## src/rtl/tksd_pkg.sv

```systemverilog
package tksd_pkg;

  localparam int MAX_SEQ_BYTES = 32;
  localparam int DEF_NUM_MODIFIERS = 8;
  localparam int CNT_W = $clog2(MAX_SEQ_BYTES + 1);
  localparam int LEN_W = 6;
  localparam int NUM_W = 31;
  localparam int TICK_W = 16;
  localparam int ADDR_W = 3;

  localparam logic [NUM_W-1:0] NUM_MAX = '1;
  localparam logic [TICK_W-1:0] TIMEOUT_RESET = 16'd100;

  localparam logic [7:0] ESC_BYTE = 8'h1B;
  localparam logic [7:0] MOD_SHIFT = 8'h01;
  localparam logic [7:0] MOD_ALT = 8'h02;
  localparam logic [7:0] MOD_CTRL = 8'h04;

  // register index, decoded from paddr[2]
  localparam logic REG_ESC_TIMEOUT = 1'b0;
  localparam logic REG_UTF8_TIMEOUT = 1'b1;

  // dense function key numbers
  localparam logic [4:0] FK_UP = 5'd0;
  localparam logic [4:0] FK_DOWN = 5'd1;
  localparam logic [4:0] FK_RIGHT = 5'd2;
  localparam logic [4:0] FK_LEFT = 5'd3;
  localparam logic [4:0] FK_END = 5'd4;
  localparam logic [4:0] FK_HOME = 5'd5;
  localparam logic [4:0] FK_F1 = 5'd6;
  localparam logic [4:0] FK_F2 = 5'd7;
  localparam logic [4:0] FK_F3 = 5'd8;
  localparam logic [4:0] FK_F4 = 5'd9;
  localparam logic [4:0] FK_INSERT = 5'd10;
  localparam logic [4:0] FK_DELETE = 5'd11;
  localparam logic [4:0] FK_PGUP = 5'd12;
  localparam logic [4:0] FK_PGDN = 5'd13;
  localparam logic [4:0] FK_F5 = 5'd14;
  localparam logic [4:0] FK_F6 = 5'd15;
  localparam logic [4:0] FK_F7 = 5'd16;
  localparam logic [4:0] FK_F8 = 5'd17;
  localparam logic [4:0] FK_F9 = 5'd18;
  localparam logic [4:0] FK_F10 = 5'd19;
  localparam logic [4:0] FK_F11 = 5'd20;
  localparam logic [4:0] FK_F12 = 5'd21;
  localparam logic [4:0] FK_MENU = 5'd22;
  localparam logic [4:0] FK_BRSTART = 5'd23;
  localparam logic [4:0] FK_TAB = 5'd24;
  localparam logic [4:0] FK_ENTER = 5'd25;
  localparam logic [4:0] FK_ESCAPE = 5'd26;
  localparam logic [4:0] FK_BACKSPACE = 5'd27;
  localparam logic [4:0] FK_SCRLK = 5'd28;
  localparam logic [4:0] FK_PRTSC = 5'd29;
  localparam logic [4:0] FK_PAUSE = 5'd30;
  localparam logic [4:0] FK_NONE = 5'd31;

  typedef enum logic [2:0] {
    PH_IDLE, PH_UTF8, PH_ESC, PH_CSI_PARAM, PH_CSI_INTER, PH_SS3, PH_ESC2, PH_ESC2_BR
  } phase_t;

  typedef enum logic [2:0] {
    ST_MAIN, ST_COLON1, ST_ALT, ST_BASE, ST_MOD, ST_EVENT
  } stage_t;

  typedef struct packed {
    stage_t           stage;
    logic             perr;
    logic             digits;
    logic             alt_present;
    logic [NUM_W-1:0] main_num;
    logic [NUM_W-1:0] alt_num;
    logic [NUM_W-1:0] mod_num;
    logic [NUM_W-1:0] scratch;
  } field_t;

  localparam field_t FIELD_RESET = '{
    stage: ST_MAIN, perr: 1'b0, digits: 1'b0, alt_present: 1'b0,
    main_num: 31'd1, alt_num: '0, mod_num: '0, scratch: '0
  };

  typedef struct packed {
    logic             event_valid;
    logic             is_function_key;
    logic [4:0]       function_key;
    logic [NUM_W-1:0] code_point;
    logic [7:0]       modifier_bits;
  } key_t;

  function automatic logic is_ctrl(logic [7:0] c);
    return (c < 8'd32) || (c == 8'd127);
  endfunction

  function automatic logic is_upper(logic [7:0] c);
    return (c >= "A") && (c <= "Z");
  endfunction

  function automatic logic [7:0] paste_byte(logic [1:0] k);
    logic [7:0] r;
    unique case (k)
      2'd0: r = "2";
      2'd1, 2'd2: r = "0";
      default: r = "~";
    endcase
    return r;
  endfunction

  function automatic logic [4:0] letter_key(logic [7:0] c);
    logic [4:0] r;
    unique case (c)
      "A": r = FK_UP;
      "B": r = FK_DOWN;
      "C": r = FK_RIGHT;
      "D": r = FK_LEFT;
      "F": r = FK_END;
      "H": r = FK_HOME;
      "P": r = FK_F1;
      "Q": r = FK_F2;
      "R": r = FK_F3;
      "S": r = FK_F4;
      default: r = FK_NONE;
    endcase
    return r;
  endfunction

  function automatic logic [4:0] tilde_key(logic [NUM_W-1:0] n);
    logic [4:0] r;
    unique case (n)
      31'd1, 31'd7: r = FK_HOME;
      31'd2: r = FK_INSERT;
      31'd3: r = FK_DELETE;
      31'd4, 31'd8: r = FK_END;
      31'd5: r = FK_PGUP;
      31'd6: r = FK_PGDN;
      31'd11: r = FK_F1;
      31'd12: r = FK_F2;
      31'd13: r = FK_F3;
      31'd14: r = FK_F4;
      31'd15: r = FK_F5;
      31'd17: r = FK_F6;
      31'd18: r = FK_F7;
      31'd19: r = FK_F8;
      31'd20: r = FK_F9;
      31'd21: r = FK_F10;
      31'd23: r = FK_F11;
      31'd24: r = FK_F12;
      31'd29: r = FK_MENU;
      31'd200: r = FK_BRSTART;
      default: r = FK_NONE;
    endcase
    return r;
  endfunction

  function automatic logic [4:0] u_key(logic [NUM_W-1:0] n);
    logic [4:0] r;
    unique case (n)
      31'd9: r = FK_TAB;
      31'd13: r = FK_ENTER;
      31'd27: r = FK_ESCAPE;
      31'd127: r = FK_BACKSPACE;
      31'd57359: r = FK_SCRLK;
      31'd57361: r = FK_PRTSC;
      31'd57362: r = FK_PAUSE;
      31'd57363: r = FK_MENU;
      default: r = FK_NONE;
    endcase
    return r;
  endfunction

endpackage

```

## src/rtl/tksd_if.sv

```systemverilog
interface tksd_in_if;
  logic       valid;
  logic       ready;
  logic       req_type;
  logic [7:0] data_byte;
  modport source(output valid, req_type, data_byte, input ready);
  modport sink(input valid, req_type, data_byte, output ready);
endinterface

interface tksd_out_if;
  logic        valid;
  logic        ready;
  logic        event_valid;
  logic        is_function_key;
  logic [4:0]  function_key;
  logic [30:0] code_point;
  logic [7:0]  modifier_bits;
  logic [5:0]  sequence_length;
  modport source(output valid, event_valid, is_function_key, function_key, code_point,
                 modifier_bits, sequence_length, input ready);
  modport sink(input valid, event_valid, is_function_key, function_key, code_point,
               modifier_bits, sequence_length, output ready);
endinterface

```

## src/rtl/tksd_field.sv

```systemverilog
// CSI parameter parser: one body byte folded into the field state.
module tksd_field #(
  parameter int NUM_MODIFIERS = tksd_pkg::DEF_NUM_MODIFIERS
) (
  input  tksd_pkg::field_t cur,
  input  logic [7:0]       c,
  output tksd_pkg::field_t nxt
);

  localparam logic [tksd_pkg::NUM_W-1:0] MOD_LIMIT = tksd_pkg::NUM_W'(1) << NUM_MODIFIERS;

  logic                      dig;
  logic [tksd_pkg::NUM_W-1:0] op;
  logic [tksd_pkg::NUM_W+3:0] sum;
  logic                      ovf;
  logic [tksd_pkg::NUM_W-1:0] accv;

  assign dig = (c >= "0") && (c <= "9");

  // shared decimal accumulator
  always_comb begin
    unique case (cur.stage)
      tksd_pkg::ST_MAIN:   op = cur.digits ? cur.main_num : '0;
      tksd_pkg::ST_ALT:    op = cur.alt_num;
      tksd_pkg::ST_MOD:    op = cur.mod_num;
      tksd_pkg::ST_BASE,
      tksd_pkg::ST_EVENT:  op = cur.scratch;
      default:             op = '0;
    endcase
  end

  assign sum  = (tksd_pkg::NUM_W+4)'(op) * (tksd_pkg::NUM_W+4)'(10)
              + (tksd_pkg::NUM_W+4)'(c[3:0]);
  assign ovf  = sum > (tksd_pkg::NUM_W+4)'(tksd_pkg::NUM_MAX);
  assign accv = ovf ? tksd_pkg::NUM_MAX : sum[tksd_pkg::NUM_W-1:0];

  always_comb begin
    nxt = cur;
    if (!cur.perr) begin
      unique case (cur.stage)
        tksd_pkg::ST_MAIN: begin
          if (dig) begin
            nxt.main_num = accv;
            nxt.digits = 1'b1;
            nxt.perr = ovf;
          end else if (c == ":") begin
            nxt.stage = tksd_pkg::ST_COLON1;
          end else if (c == ";") begin
            nxt.stage = tksd_pkg::ST_MOD;
          end else begin
            nxt.perr = 1'b1;
          end
        end
        tksd_pkg::ST_COLON1: begin
          if (dig) begin
            nxt.alt_num = accv;
            nxt.alt_present = 1'b1;
            nxt.stage = tksd_pkg::ST_ALT;
          end else if (c == ":") begin
            nxt.scratch = '0;
            nxt.digits = 1'b0;
            nxt.stage = tksd_pkg::ST_BASE;
          end else begin
            nxt.perr = 1'b1;
          end
        end
        tksd_pkg::ST_ALT: begin
          if (dig) begin
            nxt.alt_num = accv;
            nxt.perr = ovf;
          end else if (c == ":") begin
            nxt.scratch = '0;
            nxt.digits = 1'b0;
            nxt.stage = tksd_pkg::ST_BASE;
          end else if (c == ";") begin
            nxt.stage = tksd_pkg::ST_MOD;
          end else begin
            nxt.perr = 1'b1;
          end
        end
        tksd_pkg::ST_BASE: begin
          if (dig) begin
            nxt.scratch = accv;
            nxt.digits = 1'b1;
            nxt.perr = ovf;
          end else if (c == ";" && cur.digits) begin
            nxt.stage = tksd_pkg::ST_MOD;
          end else begin
            nxt.perr = 1'b1;
          end
        end
        tksd_pkg::ST_MOD: begin
          if (dig) begin
            nxt.mod_num = accv;
            nxt.perr = ovf;
          end else if (c == ":" && cur.mod_num <= MOD_LIMIT) begin
            nxt.scratch = '0;
            nxt.digits = 1'b0;
            nxt.stage = tksd_pkg::ST_EVENT;
          end else begin
            nxt.perr = 1'b1;
          end
        end
        default: begin
          if (dig) begin
            nxt.scratch = accv;
            nxt.digits = 1'b1;
            nxt.perr = ovf;
          end else begin
            nxt.perr = 1'b1;
          end
        end
      endcase
    end
  end

endmodule

```

## src/rtl/tksd_decode.sv

```systemverilog
// Maps a framed sequence to a key event.
module tksd_decode #(
  parameter int NUM_MODIFIERS = tksd_pkg::DEF_NUM_MODIFIERS
) (
  input  logic [tksd_pkg::CNT_W-1:0] cnt,
  input  logic [3:0][7:0]            head,
  input  logic [7:0]                 fin,
  input  tksd_pkg::field_t           fld,
  input  logic                       paste,
  output tksd_pkg::key_t             key
);

  localparam logic [tksd_pkg::NUM_W-1:0] MOD_LIMIT = tksd_pkg::NUM_W'(1) << NUM_MODIFIERS;

  logic                       body_ok;
  logic [7:0]                 mods;
  logic [4:0]                 uk, tk, lk, ssk;
  logic [7:0]                 ch, c0;
  logic [tksd_pkg::NUM_W-1:0] num;

  always_comb begin
    unique case (fld.stage)
      tksd_pkg::ST_MAIN, tksd_pkg::ST_ALT: body_ok = 1'b1;
      tksd_pkg::ST_COLON1:                 body_ok = 1'b0;
      tksd_pkg::ST_BASE:                   body_ok = fld.digits;
      tksd_pkg::ST_MOD:                    body_ok = fld.mod_num <= MOD_LIMIT;
      default: body_ok = fld.digits && (fld.scratch == tksd_pkg::NUM_W'(1));
    endcase
    body_ok = body_ok && !fld.perr;
  end

  assign mods = (fld.mod_num != '0) ? 8'(fld.mod_num - tksd_pkg::NUM_W'(1)) : 8'h00;
  assign uk   = tksd_pkg::u_key(fld.main_num);
  assign tk   = tksd_pkg::tilde_key(fld.main_num);
  assign lk   = tksd_pkg::letter_key(fin);
  assign ssk  = tksd_pkg::letter_key(head[2]);

  // control byte folded to its letter, lower case
  always_comb begin
    c0 = head[0] ^ 8'h40;
    if (tksd_pkg::is_upper(c0)) c0 = c0 + 8'd32;
    ch = head[1] ^ 8'h40;
    if (tksd_pkg::is_upper(ch)) ch = ch + 8'd32;
  end

  always_comb begin
    key = '0;
    num = fld.main_num;
    if (tksd_pkg::is_ctrl(head[0])) begin
      if (cnt == tksd_pkg::CNT_W'(1)) begin
        key.event_valid = 1'b1;
        key.code_point = tksd_pkg::NUM_W'(c0);
        key.modifier_bits = tksd_pkg::MOD_CTRL;
      end else if (head[0] == tksd_pkg::ESC_BYTE) begin
        if (cnt == tksd_pkg::CNT_W'(2)) begin
          if (head[1] <= 8'd127) begin
            key.event_valid = 1'b1;
            if (tksd_pkg::is_ctrl(head[1])) begin
              key.code_point = tksd_pkg::NUM_W'(ch);
              key.modifier_bits = tksd_pkg::MOD_ALT | tksd_pkg::MOD_CTRL;
            end else if (tksd_pkg::is_upper(head[1])) begin
              key.code_point = tksd_pkg::NUM_W'(head[1] + 8'd32);
              key.modifier_bits = tksd_pkg::MOD_ALT | tksd_pkg::MOD_SHIFT;
            end else begin
              key.code_point = tksd_pkg::NUM_W'(head[1]);
              key.modifier_bits = tksd_pkg::MOD_ALT;
            end
          end
        end else if (cnt == tksd_pkg::CNT_W'(3) && head[1] == "O") begin
          if (ssk != tksd_pkg::FK_NONE) begin
            key.event_valid = 1'b1;
            key.is_function_key = 1'b1;
            key.function_key = ssk;
          end
        end else if (head[1] == "[") begin
          if (body_ok) begin
            if (fin == "Z") begin
              if (num == tksd_pkg::NUM_W'(1)) begin
                key.event_valid = 1'b1;
                key.is_function_key = 1'b1;
                key.function_key = tksd_pkg::FK_TAB;
                key.modifier_bits = mods | tksd_pkg::MOD_SHIFT;
              end
            end else if (fin == "u") begin
              if (uk != tksd_pkg::FK_NONE) begin
                key.event_valid = 1'b1;
                key.is_function_key = 1'b1;
                key.function_key = uk;
                key.modifier_bits = mods;
              end else if (num >= 31'd57344 && num <= 31'd63743) begin
                key.event_valid = 1'b0;
              end else if (fld.alt_present && !mods[0]) begin
                key.event_valid = 1'b0;
              end else begin
                key.event_valid = 1'b1;
                key.code_point = num;
                key.modifier_bits = mods;
                if (fld.alt_present && !(num >= 31'd97 && num <= 31'd122)) begin
                  key.code_point = fld.alt_num;
                  key.modifier_bits = mods & ~tksd_pkg::MOD_SHIFT;
                end
              end
            end else if (fin == "~") begin
              if (tk != tksd_pkg::FK_NONE && (tk != tksd_pkg::FK_BRSTART
                  || (paste && cnt == tksd_pkg::CNT_W'(6)))) begin
                key.event_valid = 1'b1;
                key.is_function_key = 1'b1;
                key.function_key = tk;
                key.modifier_bits = mods;
              end
            end else if (lk != tksd_pkg::FK_NONE && fin != "R"
                         && num == tksd_pkg::NUM_W'(1)) begin
              key.event_valid = 1'b1;
              key.is_function_key = 1'b1;
              key.function_key = lk;
              key.modifier_bits = mods;
            end
          end
        end else if (head[1] == tksd_pkg::ESC_BYTE && cnt == tksd_pkg::CNT_W'(4)
                     && head[2] == "[") begin
          if (head[3] >= "A" && head[3] <= "D") begin
            key.event_valid = 1'b1;
            key.is_function_key = 1'b1;
            key.function_key = tksd_pkg::letter_key(head[3]);
            key.modifier_bits = tksd_pkg::MOD_ALT;
          end
        end
      end
    end
  end

endmodule

```

## src/rtl/terminal_key_sequence_decoder.sv

```systemverilog
// Channel  Modport            Beat contents
// rx       tksd_in_if.sink    req_type (0 byte, 1 tick), data_byte
// evt      tksd_out_if.source key event fields, sequence_length
// apb      psel/penable/...   0x0 escape_timeout_ticks, 0x4 utf8_timeout_ticks
//
// One beat per cycle on rx. A beat that ends a sequence (final byte, lone
// byte, completed UTF-8 character or timeout tick) loads the result register,
// which evt drains; rx.ready drops only while that register is full and evt
// is stalled. Parser and decoder are combinational between the sequence state
// and the result register.
// rst (synchronous) clears the sequence state, empties the result register
// and sets both timeouts to 100 ticks.
module terminal_key_sequence_decoder #(
  parameter int NUM_MODIFIERS = tksd_pkg::DEF_NUM_MODIFIERS
) (
  input  logic                        clk,
  input  logic                        rst,
  tksd_in_if.sink                     rx,
  tksd_out_if.source                  evt,
  input  logic                        psel,
  input  logic                        penable,
  input  logic                        pwrite,
  input  logic [tksd_pkg::ADDR_W-1:0] paddr,
  input  logic [31:0]                 pwdata,
  output logic [31:0]                 prdata,
  output logic                        pready
);

  localparam int CW = tksd_pkg::CNT_W;

  // configuration
  logic [tksd_pkg::TICK_W-1:0] esc_to, utf8_to;

  // sequence state
  tksd_pkg::phase_t            phase, phase_next;
  logic [CW-1:0]               cnt, cnt_next, cnt_add;
  logic [3:0][7:0]             head, head_next, head_add;
  tksd_pkg::field_t            fld, fld_next, fld_fed;
  logic                        paste, paste_next, paste_hit;
  logic [1:0]                  rem, rem_next, rem_dec;
  logic [tksd_pkg::TICK_W-1:0] tick, tick_next, tick_inc;
  logic [7:0]                  last, last_next;

  // result register
  logic                        res_valid;
  tksd_pkg::key_t              res;
  logic [tksd_pkg::LEN_W-1:0]  res_len;

  logic                        accept, finish, is_tick;
  logic [7:0]                  b;
  logic [CW-1:0]               k_idx, dec_cnt;
  logic [3:0][7:0]             dec_head;
  logic [7:0]                  dec_fin;
  logic                        dec_paste;
  tksd_pkg::key_t              key;

  assign pready = 1'b1;
  assign prdata = {16'h0000, (paddr[2] == tksd_pkg::REG_UTF8_TIMEOUT) ? utf8_to : esc_to};

  always_ff @(posedge clk) begin
    if (rst) begin
      esc_to <= tksd_pkg::TIMEOUT_RESET;
      utf8_to <= tksd_pkg::TIMEOUT_RESET;
    end else if (psel && penable && pwrite) begin
      if (paddr[2] == tksd_pkg::REG_UTF8_TIMEOUT) utf8_to <= pwdata[15:0];
      else esc_to <= pwdata[15:0];
    end
  end

  assign rx.ready = !res_valid || evt.ready;
  assign accept   = rx.valid && rx.ready;
  assign is_tick  = rx.req_type;
  assign b        = rx.data_byte;

  // byte appended: first four kept, length saturates
  always_comb begin
    cnt_add = (cnt < CW'(tksd_pkg::MAX_SEQ_BYTES)) ? cnt + CW'(1) : cnt;
    head_add = head;
    for (int i = 0; i < 4; i++) begin
      if (cnt == CW'(i)) head_add[i] = b;
    end
  end

  // bracketed paste start must be exactly 2 0 0 ~
  assign k_idx     = cnt - CW'(2);
  assign paste_hit = (k_idx < CW'(4)) && (b == tksd_pkg::paste_byte(k_idx[1:0]));
  assign tick_inc  = (tick == '1) ? tick : tick + tksd_pkg::TICK_W'(1);
  assign rem_dec   = (rem != 2'd0) ? rem - 2'd1 : 2'd0;

  // body bytes are folded in as they arrive; the fold of the final byte is
  // discarded because the sequence is cleared on that beat
  tksd_field #(.NUM_MODIFIERS(NUM_MODIFIERS)) u_field (
    .cur(fld),
    .c  (b),
    .nxt(fld_fed)
  );

  assign dec_cnt   = is_tick ? cnt : cnt_add;
  assign dec_head  = is_tick ? head : head_add;
  assign dec_fin   = is_tick ? last : b;
  assign dec_paste = is_tick ? paste : (paste && paste_hit);

  tksd_decode #(.NUM_MODIFIERS(NUM_MODIFIERS)) u_decode (
    .cnt  (dec_cnt),
    .head (dec_head),
    .fin  (dec_fin),
    .fld  (fld),
    .paste(dec_paste),
    .key  (key)
  );

  always_comb begin
    phase_next = phase;
    cnt_next   = cnt;
    head_next  = head;
    fld_next   = fld;
    paste_next = paste;
    rem_next   = rem;
    tick_next  = tick;
    last_next  = last;
    finish     = 1'b0;
    if (accept) begin
      if (is_tick) begin
        unique case (phase)
          tksd_pkg::PH_IDLE: ;
          tksd_pkg::PH_UTF8: begin
            tick_next = tick_inc;
            finish = tick_inc >= utf8_to;
          end
          default: begin
            if (esc_to != '0) begin
              tick_next = tick_inc;
              finish = tick_inc >= esc_to;
            end
          end
        endcase
      end else begin
        tick_next = '0;
        cnt_next  = cnt_add;
        head_next = head_add;
        last_next = b;
        unique case (phase)
          tksd_pkg::PH_IDLE: begin
            if (b >= 8'hC0 && b <= 8'hF7) begin
              rem_next = (b >= 8'hF0) ? 2'd3 : ((b >= 8'hE0) ? 2'd2 : 2'd1);
              phase_next = tksd_pkg::PH_UTF8;
            end else if (b == tksd_pkg::ESC_BYTE) begin
              phase_next = tksd_pkg::PH_ESC;
            end else begin
              finish = 1'b1;
            end
          end
          tksd_pkg::PH_UTF8: begin
            rem_next = rem_dec;
            finish = (rem_dec == 2'd0);
          end
          tksd_pkg::PH_ESC: begin
            if (b == "[") phase_next = tksd_pkg::PH_CSI_PARAM;
            else if (b == "O") phase_next = tksd_pkg::PH_SS3;
            else if (b == tksd_pkg::ESC_BYTE) phase_next = tksd_pkg::PH_ESC2;
            else finish = 1'b1;
          end
          tksd_pkg::PH_CSI_PARAM, tksd_pkg::PH_CSI_INTER: begin
            fld_next = fld_fed;
            paste_next = paste && paste_hit;
            if (phase == tksd_pkg::PH_CSI_PARAM && b >= 8'h30 && b <= 8'h3F) begin
              phase_next = phase;
            end else if (b >= 8'h20 && b <= 8'h2F) begin
              phase_next = tksd_pkg::PH_CSI_INTER;
            end else begin
              finish = 1'b1;
            end
          end
          tksd_pkg::PH_ESC2: begin
            if (b == "[") phase_next = tksd_pkg::PH_ESC2_BR;
            else finish = 1'b1;
          end
          default: finish = 1'b1;
        endcase
      end
    end
    if (finish) begin
      phase_next = tksd_pkg::PH_IDLE;
      cnt_next   = '0;
      head_next  = '0;
      fld_next   = tksd_pkg::FIELD_RESET;
      paste_next = 1'b1;
      rem_next   = 2'd0;
      tick_next  = '0;
      last_next  = 8'h00;
    end
  end

  always_ff @(posedge clk) begin
    if (rst) begin
      phase <= tksd_pkg::PH_IDLE;
      cnt   <= '0;
      head  <= '0;
      fld   <= tksd_pkg::FIELD_RESET;
      paste <= 1'b1;
      rem   <= 2'd0;
      tick  <= '0;
      last  <= 8'h00;
    end else begin
      phase <= phase_next;
      cnt   <= cnt_next;
      head  <= head_next;
      fld   <= fld_next;
      paste <= paste_next;
      rem   <= rem_next;
      tick  <= tick_next;
      last  <= last_next;
    end
  end

  // result register
  always_ff @(posedge clk) begin
    if (rst) begin
      res_valid <= 1'b0;
    end else if (finish) begin
      res_valid <= 1'b1;
    end else if (evt.ready) begin
      res_valid <= 1'b0;
    end
  end

  always_ff @(posedge clk) begin
    if (finish) begin
      res     <= key;
      res_len <= tksd_pkg::LEN_W'(dec_cnt);
    end
  end

  assign evt.valid           = res_valid;
  assign evt.event_valid     = res.event_valid;
  assign evt.is_function_key = res.is_function_key;
  assign evt.function_key    = res.function_key;
  assign evt.code_point      = res.code_point;
  assign evt.modifier_bits   = res.modifier_bits;
  assign evt.sequence_length = res_len;

endmodule
```

## src/flat_wrapper.sv

```systemverilog
// flat-port wrapper written by rule: the top's interface ports become plain ports
module terminal_key_sequence_decoder_flat 
#(
  parameter int NUM_MODIFIERS = tksd_pkg::DEF_NUM_MODIFIERS
)
  (clk, rst, psel, penable, pwrite, paddr, pwdata, prdata, pready, rx_valid, rx_req_type, rx_data_byte, rx_ready, evt_valid, evt_event_valid, evt_is_function_key, evt_function_key, evt_code_point, evt_modifier_bits, evt_sequence_length, evt_ready);
  tksd_in_if rx_i ();
  tksd_out_if evt_i ();
  input  logic clk;
  input  logic rst;
  input  logic psel;
  input  logic penable;
  input  logic pwrite;
  input  logic [tksd_pkg::ADDR_W-1:0] paddr;
  input  logic [31:0] pwdata;
  output logic [31:0] prdata;
  output logic pready;
  input wire logic [$bits(rx_i.valid)-1:0] rx_valid;
  input wire logic [$bits(rx_i.req_type)-1:0] rx_req_type;
  input wire logic [$bits(rx_i.data_byte)-1:0] rx_data_byte;
  output wire logic [$bits(rx_i.ready)-1:0] rx_ready;
  output wire logic [$bits(evt_i.valid)-1:0] evt_valid;
  output wire logic [$bits(evt_i.event_valid)-1:0] evt_event_valid;
  output wire logic [$bits(evt_i.is_function_key)-1:0] evt_is_function_key;
  output wire logic [$bits(evt_i.function_key)-1:0] evt_function_key;
  output wire logic [$bits(evt_i.code_point)-1:0] evt_code_point;
  output wire logic [$bits(evt_i.modifier_bits)-1:0] evt_modifier_bits;
  output wire logic [$bits(evt_i.sequence_length)-1:0] evt_sequence_length;
  input wire logic [$bits(evt_i.ready)-1:0] evt_ready;
  assign rx_i.valid = rx_valid;
  assign rx_i.req_type = rx_req_type;
  assign rx_i.data_byte = rx_data_byte;
  assign rx_ready = rx_i.ready;
  assign evt_valid = evt_i.valid;
  assign evt_event_valid = evt_i.event_valid;
  assign evt_is_function_key = evt_i.is_function_key;
  assign evt_function_key = evt_i.function_key;
  assign evt_code_point = evt_i.code_point;
  assign evt_modifier_bits = evt_i.modifier_bits;
  assign evt_sequence_length = evt_i.sequence_length;
  assign evt_i.ready = evt_ready;
  terminal_key_sequence_decoder #(.NUM_MODIFIERS(NUM_MODIFIERS)) u_core (.clk(clk), .rst(rst), .rx(rx_i), .evt(evt_i), .psel(psel), .penable(penable), .pwrite(pwrite), .paddr(paddr), .pwdata(pwdata), .prdata(prdata), .pready(pready));
endmodule
```

## config.mk

```make
export PLATFORM = sky130hd
export DESIGN_NAME = terminal_key_sequence_decoder_flat
export DESIGN_NICKNAME = d
export VERILOG_FILES = /design/src/rtl/tksd_pkg.sv /design/src/rtl/tksd_if.sv /design/src/rtl/tksd_field.sv /design/src/rtl/tksd_decode.sv /design/src/rtl/terminal_key_sequence_decoder.sv /design/src/flat_wrapper.sv
export SDC_FILE = /design/constraint.sdc
export NUM_CORES = 1
export LEC_CHECK = 0
export CAP_MARGIN = 20
export CELL_PAD_IN_SITES_DETAIL_PLACEMENT = 1
export CELL_PAD_IN_SITES_GLOBAL_PLACEMENT = 2
export CORE_AREA = 5 5 222 224
export CTS_BUF_LIST = sky130_fd_sc_hd__clkbuf_16
export DETAILED_ROUTE_END_ITERATION = 10
export DIE_AREA = 0 0 227 229
export DONT_BUFFER_PORTS = 1
export PLACE_DENSITY_LB_ADDON = 0.1
export SYNTH_ARGS = -nofsm -noshare
export SYNTH_HDL_FRONTEND = slang
export SYNTH_SLANG_ARGS = --single-unit
```

## constraint.sdc

```tcl
create_clock -name clk -period 12.1 [get_ports clk]
set_input_delay 1.21 -clock clk [delete_from_list [all_inputs] [get_ports clk]]
set_output_delay 1.21 -clock clk [all_outputs]
set_load 0.005 [all_outputs]
```

Word-level counts from Yosys, hierarchy flattened
Index checks and enable logic that the tools add are counted.
{"block": "classes", "addsub": 9, "mul": 1, "div": 0, "n_lt_le_gt_ge": 30, "eq_ne": 121, "shift": 0, "n_mux": 146, "bitwise_logic": 8, "n_reduce_logical": 73}
{"op": "$mux 31", "count": 17}
{"op": "$mux 39", "count": 9}
{"op": "$eq 8x7->1 const B", "count": 40}
{"op": "$eq 31x5->1 const B", "count": 9}
{"op": "$eq 31x4->1 const B", "count": 7}
{"op": "$pmux 5 s10", "count": 3}
{"op": "$mux 8", "count": 16}
{"op": "$mux 127", "count": 1}
{"op": "$eq 31x16->1 const B", "count": 4}
{"op": "$eq 31x3->1 const B", "count": 4}
{"op": "$pmux 31 s4", "count": 1}
{"op": "$pmux 5 s20", "count": 1}
{"op": "$pmux 31 s3", "count": 1}
{"op": "$mux 46", "count": 2}
{"op": "$mux 16", "count": 5}
{"op": "$mux 7", "count": 11}
{"op": "$eq 31x1->1 const B", "count": 2}
{"op": "$eq 31x2->1 const B", "count": 2}
{"op": "$mux 3", "count": 19}
{"op": "$mux 17", "count": 3}
{"op": "$le 8x7->1 const B", "count": 5}
{"op": "$add 35x4->35", "count": 1}
{"op": "$gt 35x31->1 const B", "count": 1}
{"op": "$mux 1", "count": 35}
{"op": "other kinds (78)", "count": 189}
{"block": "word_totals", "ff_bits": 283, "latch_bits": 0, "ramBits": 0, "rom_bits": 0, "inputBits": 51, "output_inout_bits": 87, "wordCells": 417, "mem_count": 0}

Longest topological paths before layout
{"block": "logic_depth", "word_depth": 21, "depth_mapped": 26, "mapped_depth_nobuf": 22}

Cells and area by module
From an unflattened synthesis, not the netlist that was laid out.
{"block": "unflattened", "cells_unflattened": 2850, "area_unflattened_um2": 20629.8}
{"module": "terminal_key_sequence_decoder", "n_inst": 1, "cells_per_inst": 1449, "area_each_um2": 12311.8, "seq_area_each_um2": 6185.9}
{"module": "tksd_field", "n_inst": 1, "cells_per_inst": 870, "area_each_um2": 5208.7, "seq_area_each_um2": 0.0}
{"module": "tksd_decode", "n_inst": 1, "cells_per_inst": 531, "area_each_um2": 3109.2, "seq_area_each_um2": 0.0}

Least setup slack after synthesis
OpenSTA, ideal clock, no wires.
{"block": "synth_timing", "path_kind": "flip-flop to flip-flop", "from": "register u_core.tick[4] (netlist bit)", "to": "register u_core.fld[1] (netlist name)", "setup_ps": 122, "arrival_ps": 7250, "setup_slack_ps": 4729, "path_stages_with_launch": 24, "n_path_buf": 4, "period_less_slack_ps": 7371, "path_cell_list": "dfxtp_1 > clkbuf_1 > and4_1 > nand4_1 > nor2_1 > and2_1 > nand2_1 > or2_2 > clkbuf_1 > xnor2_1 > ha_1 > nand2b_1 > a21o_1 > a21o_1 > a21oi_1 > o21ai_0 > o211ai_1 > a31oi_1 > nor2_1 > and3_1 > buf_1 > a21boi_2 > buf_6 > a221o_1"}
{"block": "synth_via", "elab_chain_cells": 8, "elab_cells_between_ends": 10}
{"element": "start, declared", "line_no": "terminal_key_sequence_decoder.sv:41", "source": "logic [tksd_pkg::TICK_W-1:0] tick, tick_next, tick_inc;"}
{"element": "start signal, assigned", "line_no": "terminal_key_sequence_decoder.sv:211", "source": "tick <= tick_next;"}
{"element": "$add 16x1->16 / $eq 16x16->1 (equally long branches)", "line_no": "terminal_key_sequence_decoder.sv:87", "source": "assign tick_inc = (tick == '1) ? tick : tick + tksd_pkg::TICK_W'(1);"}
{"element": "$mux 16 (*)", "line_no": "terminal_key_sequence_decoder.sv:87"}
{"element": "$ge 16x16->1", "line_no": "terminal_key_sequence_decoder.sv:133", "source": "finish = tick_inc >= esc_to;"}
{"element": "$mux 1", "line_no": "terminal_key_sequence_decoder.sv:131", "source": "if (esc_to != '0) begin"}
{"element": "$pmux 1 s2 (*)", "line_no": "terminal_key_sequence_decoder.sv:124", "source": "unique case (phase)"}
{"element": "$mux 1 (*)", "line_no": "terminal_key_sequence_decoder.sv:123", "source": "if (is_tick) begin"}
{"element": "$mux 1 (*)", "line_no": "terminal_key_sequence_decoder.sv:122", "source": "if (accept) begin"}
{"element": "net u_core.finish", "line_no": "terminal_key_sequence_decoder.sv:49", "source": "logic accept, finish, is_tick;"}
{"element": "$reduce_or 2->1 (no source line) (*)"}
Mark *: on every way through the listed nets, which the timed path passes. The rest lies on a longest branch.
A chain may end at the register's enable or synchronous reset.

Worst setup path in the final report
{"block": "layout_timing", "from": "register u_core.fld[127] (netlist name)", "to": "register u_core.fld[79] (netlist name)"}
{"block": "layout_via", "elab_chain_cells": 7, "elab_cells_between_ends": 14}
{"element": "$eq 3x2->1 / $eq 3x3->1 (equally long branches)", "line_no": "tksd_field.sv:22", "source": "unique case (cur.stage)"}
{"element": "$reduce_or 2->1", "line_no": "tksd_field.sv:22"}
{"element": "$pmux 31 s4", "line_no": "tksd_field.sv:22"}
{"element": "$mul 31x3->34", "line_no": "tksd_field.sv:32", "source": "assign sum = (tksd_pkg::NUM_W+4)'(op) * (tksd_pkg::NUM_W+4)'(10)"}
{"element": "$add 35x4->35", "line_no": "tksd_field.sv:33", "source": "+ (tksd_pkg::NUM_W+4)'(c[3:0]);"}
{"element": "$gt 35x31->1", "line_no": "tksd_field.sv:34", "source": "assign ovf = sum > (tksd_pkg::NUM_W+4)'(tksd_pkg::NUM_MAX);"}
{"element": "$mux 31", "line_no": "tksd_field.sv:35", "source": "assign accv = ovf ? tksd_pkg::NUM_MAX : sum[tksd_pkg::NUM_W-1:0];"}
Several ways; a longest one is shown, not always the timed one.

==> metrics.log <==
INFO  metric outcome = complete, no violations
INFO  metric post_cts_setup_buffer_count = 0
INFO  metric final-setup-viol-count = 0
INFO  metric critical_path_arrival = between 7000 and 8000 ps
INFO  metric worst_path_largest_cell_delay = a little over 700 ps
INFO  metric timing.hold.worst.start = u_core.head[22]
INFO  metric clock-sinks = ~280
INFO  metric gp_congestion = 0.888
INFO  metric drt-vias-per-instance = 6.18
INFO  metric rr_endpoint = u_core.fld[79]
INFO  metric synth_compound_gate_area_share = about a quarter
INFO  metric post_synth_mux_area_share = 6.96%
INFO  metric grt-busiest-layer = met2
INFO  metric synth_simple_gate_area_share = 20.2%
INFO  metric timing.hold.worst.class = register to register
INFO  metric main_combinational_cell_family_by_area_after_synthesis = compound AO/OA/AOI/OAI gates
INFO  metric rsz_0062_raised_after_global_routing = false
INFO  metric netlist.area_leader.share = 23.7%
INFO  metric dp_hpwl = 49,100 um
INFO  metric cts_hold_buf = 0
INFO  metric wl = between 60,000 and 70,000 um
INFO  metric design_power_total = around 0.0022 W
INFO  metric gr-total-overflow = 0
INFO  metric synthesis.area_per_instance = 8.03 um^2
INFO  metric netlist-cell-type-count = 96
INFO  metric detailedRoute.firstIterationViolations = roughly 1,100
INFO  metric ff2ff_setup_slack = roughly 5000 ps
INFO  metric synth-main-ff-cell = sky130_fd_sc_hd__dfxtp_1
INFO  metric synth.largest_area_cell = sky130_fd_sc_hd__dfxtp_1
INFO  metric dieArea = just over 50,000 um^2
INFO  metric detail-route-antenna-nets = 0
INFO  metric minimum_period_implied_by_the_final_worst_setup_slack = between 7000 and 8000 ps
INFO  metric criticalPathCategory = register to register
INFO  metric min_to = u_core.head[22]
INFO  metric grt_max_degree = 98
INFO  metric area_delta_synth_final = 6.96%
INFO  metric timing.hold.worst_path_depth = 2
INFO  metric maximum_level_of_the_cts_h_tree = 2
INFO  metric maxCapViolations = 0
INFO  metric track_usage = 25.9%
INFO  metric yosys-top-cells-area = sky130_fd_sc_hd__dfxtp_1, sky130_fd_sc_hd__edfxtp_1, sky130_fd_sc_hd__ha_1
INFO  metric ir_drop = a little over 90 uV
INFO  metric detail_route.first_pass.iterations = 7
INFO  metric netlist_instances = approximately 2,400
INFO  metric pwr_density_cell = 104 nW/um^2
INFO  metric setup.worst_path.end_class = register
INFO  metric library_cell_contributing_the_largest_single_delay_on_the_critical_path = sky130_fd_sc_hd__buf_4
INFO  metric report.final.slew_viol_count = 0
INFO  metric worstPathRequired = around 13,000 ps
INFO  metric cellLeakagePower = 8.05 nW
INFO  metric initial_antenna_violation_count = 0
INFO  metric fmax = 139 MHz
INFO  metric detail_route.wl_per_cell = 23.3 um
INFO  metric core-area = 47,100 um^2
INFO  metric wire_length_of_the_first_global_routing_pass = about 110,000 um
INFO  metric grt_util_met2 = 43.7%
INFO  metric number_of_cts_inserted_buffers = 36
INFO  metric post_route_cells_drive_above_1_share = 5.83%
INFO  metric port_buffers = 0
INFO  metric crit_path_cell_trace = buf_4, mux2i_1, o22ai_1, a21oi_1, inv_1, ha_1, ha_1, nand4_1, nor3_1, nand3_1, nand3_1, xor2_1, nand4bb_1, nor4_4, nand4_1, mux2i_4, and3_1, buf_4, a21oi_1
INFO  metric critical_path.reg2reg.startpoint = u_core.fld[127]
INFO  metric synth_seq_cells = 283
INFO  metric remaining_drc_errors = 0
INFO  metric critPathMaxFanout = 45
INFO  metric layout.cells.most_common_list = sky130_fd_sc_hd__nand2_1, sky130_fd_sc_hd__a21oi_1, sky130_fd_sc_hd__dfxtp_1, sky130_fd_sc_hd__nor2_1, sky130_fd_sc_hd__o21ai_0
INFO  metric die-height = 229 um
INFO  metric number_of_nets_in_the_finished_design = roughly 2,500
INFO  metric synth_enable_flop_cells = 52
INFO  metric fp-row-count = 80
INFO  metric buffer_cell_driving_the_clock_tree_root = sky130_fd_sc_hd__clkbuf_16
INFO  metric grt_pass1_vias = roughly 19,000
INFO  metric start_util = 41.4%
INFO  metric core_occupancy_in_the_finished_layout = 44.3%
INFO  metric relSlewSlack = 26.8%
INFO  metric synth_fa_ha_area_share = 6.74%
INFO  metric post_synth_instance_area = 19,500 um^2
INFO  metric timing.final.hold_violations = 0
INFO  metric worst_pin_slew = 1090 ps
INFO  metric async_set_or_reset_flop_fraction_in_the_synthesized_netlist = 0%
INFO  metric num_io_pins = between 100 and 150
INFO  metric global_route.usage.met3 = 4.10%
INFO  metric worst_clock_skew = 24.7 ps
INFO  metric cts_resized = 0
INFO  metric layout_commonest_cell = sky130_fd_sc_hd__nand2_1
INFO  metric clock_insertion_delay_worst_skew = 560 ps
INFO  metric period_share = between 50 and 60%
INFO  metric n_antenna_cell = 0
INFO  metric use_met1 = 34.4%
INFO  metric worstSetupStartpointType = register
INFO  metric clk_pin_slew = 60 ps
INFO  metric tns = 0 ps
INFO  metric yosys_synthesis_warning_count = 0
INFO  metric num_vias = 18,400
INFO  metric die_x = 227 um
INFO  metric worst_r2r_path_depth = 19
INFO  metric max-clock-path-buffers = 3
INFO  metric whs = 452 ps
INFO  metric synth_xor_area_share = 3.50%
INFO  metric fraction_of_the_yosys_area_taken_by_sequential_cells = 31.7%
INFO  metric tritoncts = built
==> sequential cells by signal, summed over array words and instances, names as in the netlist, 3 cells and up <==
name and cells:
u_core.evt.sequence_length 6, u_core.evt.code_point 31, u_core.tick 16, u_core.phase 3
u_core.cnt 6, u_core.utf8_to 16, u_core.head 32, u_core.last 8
u_core.evt.function_key 5, u_core.esc_to 16, u_core.fld 130, u_core.evt.modifier_bits 8
==> power by group <==
group          total (W)  internal [W]  switching, W  leakage [nW]
Sequential      0.000992      0.000978     0.0000139          2.37
Clock            0.00103      0.000577      0.000449         0.571
Combinational   0.000151     0.0000449      0.000106          5.12
==> cells in the mapped netlist (7+ instances only) <==
cell and instances:
sky130_fd_sc_hd__and4_1 9, sky130_fd_sc_hd__clkbuf_1 126, sky130_fd_sc_hd__inv_1 95, sky130_fd_sc_hd__and3_1 24
sky130_fd_sc_hd__o21ai_1 12, sky130_fd_sc_hd__nand3_1 44, sky130_fd_sc_hd__buf_2 10, sky130_fd_sc_hd__or3_1 27
sky130_fd_sc_hd__edfxtp_1 52, sky130_fd_sc_hd__o221ai_1 25, sky130_fd_sc_hd__o221a_1 15, sky130_fd_sc_hd__o21a_1 7
sky130_fd_sc_hd__nand2_1 244, sky130_fd_sc_hd__buf_1 7, sky130_fd_sc_hd__dfxtp_1 231, sky130_fd_sc_hd__nand3b_1 11
sky130_fd_sc_hd__a211oi_1 38, sky130_fd_sc_hd__and2_1 16, sky130_fd_sc_hd__or2_2 7, sky130_fd_sc_hd__xor2_1 40
sky130_fd_sc_hd__o21ai_0 178, sky130_fd_sc_hd__o31ai_1 10, sky130_fd_sc_hd__nor2b_1 15, sky130_fd_sc_hd__nand2b_1 30
sky130_fd_sc_hd__nor3_1 57, sky130_fd_sc_hd__a31oi_1 27, sky130_fd_sc_hd__o211ai_1 15, sky130_fd_sc_hd__a211o_1 16
sky130_fd_sc_hd__mux2i_1 120, sky130_fd_sc_hd__a221o_1 35, sky130_fd_sc_hd__buf_4 20, sky130_fd_sc_hd__a22oi_1 11
sky130_fd_sc_hd__mux2_2 12, sky130_fd_sc_hd__buf_6 9, sky130_fd_sc_hd__nor3b_1 7, sky130_fd_sc_hd__nand4_1 34
sky130_fd_sc_hd__o22ai_1 20, sky130_fd_sc_hd__ha_1 102, sky130_fd_sc_hd__nor2_1 223, sky130_fd_sc_hd__a21o_1 34
sky130_fd_sc_hd__xnor2_1 38, sky130_fd_sc_hd__nor4_1 39, sky130_fd_sc_hd__a21oi_1 236
==> how the worst max path moves through the flow <==
stage / start / endpoint / slack [ps] / depth (start not counted)
floorplan: u_core.tick[4] / u_core.fld[1] / 4730 / 23
global placement: u_core.fld[127] / u_core.fld[71] / 5090 / 19
detailed placement: u_core.fld[127] / u_core.fld[79] / 4910 / 19
CTS: u_core.fld[127] / u_core.fld[79] / 4920 / 19
global route: u_core.tick[4] / u_core.fld[6] / 4470 / 25
finish: u_core.fld[127] / u_core.fld[79] / 4920 / 19
==> final cells by class <==
type,instances,area [um^2]
flip-flops and latches,283,6190
well taps,615,769
repair buffers,25,188
clock inverters,29,166
fillers,5637,26300
inverters,95,357
clock buffers,37,926
multi-input cells,1898,12300
==> stage by stage <==
step                cell area [um^2]  std cells  setup WS, ps
finish                         20900       2982          4920
global route                   20900       2982          4470
CTS                            20900       2982          4920
detailed placement             19800       2916          4910
global placement               19800       2916          5090
floorplan                      19600       2448          4730
==> critical path: cells and delay by family, from the launching register on <==
kind / cells / cell delay (ps)
and+or+nand+nor: 8 / 2600
DFF: 1 / 640
AOI/OAI and AO/OA: 3 / 640
adders and majority gates: 2 / 780
muxes: 2 / 670
buffers and inverters: 3 / 1220
xor gates and xnor gates: 1 / 420
==> per-layer routing <==
metal / wire length (um) / vias up / part of all wire [%]
met2: 33300 / 411 / 48
met3: 3190 / 122 / 4.6
met5: 0 / - / 0
met4: 1880 / 0 / 2.7
li1: - / 8741 / -
met1: 31000 / 9151 / 45
==> cell families after synthesis <==
family / after synthesis
and+or+nand+nor: 814
AOI/OAI and AO/OA: 752
DFF: 283
buffers and inverters: 267
muxes: 133
adders and majority gates: 104
xor gates and xnor gates: 78
other: 2
Note: power is estimated with default switching activity, not from simulation.
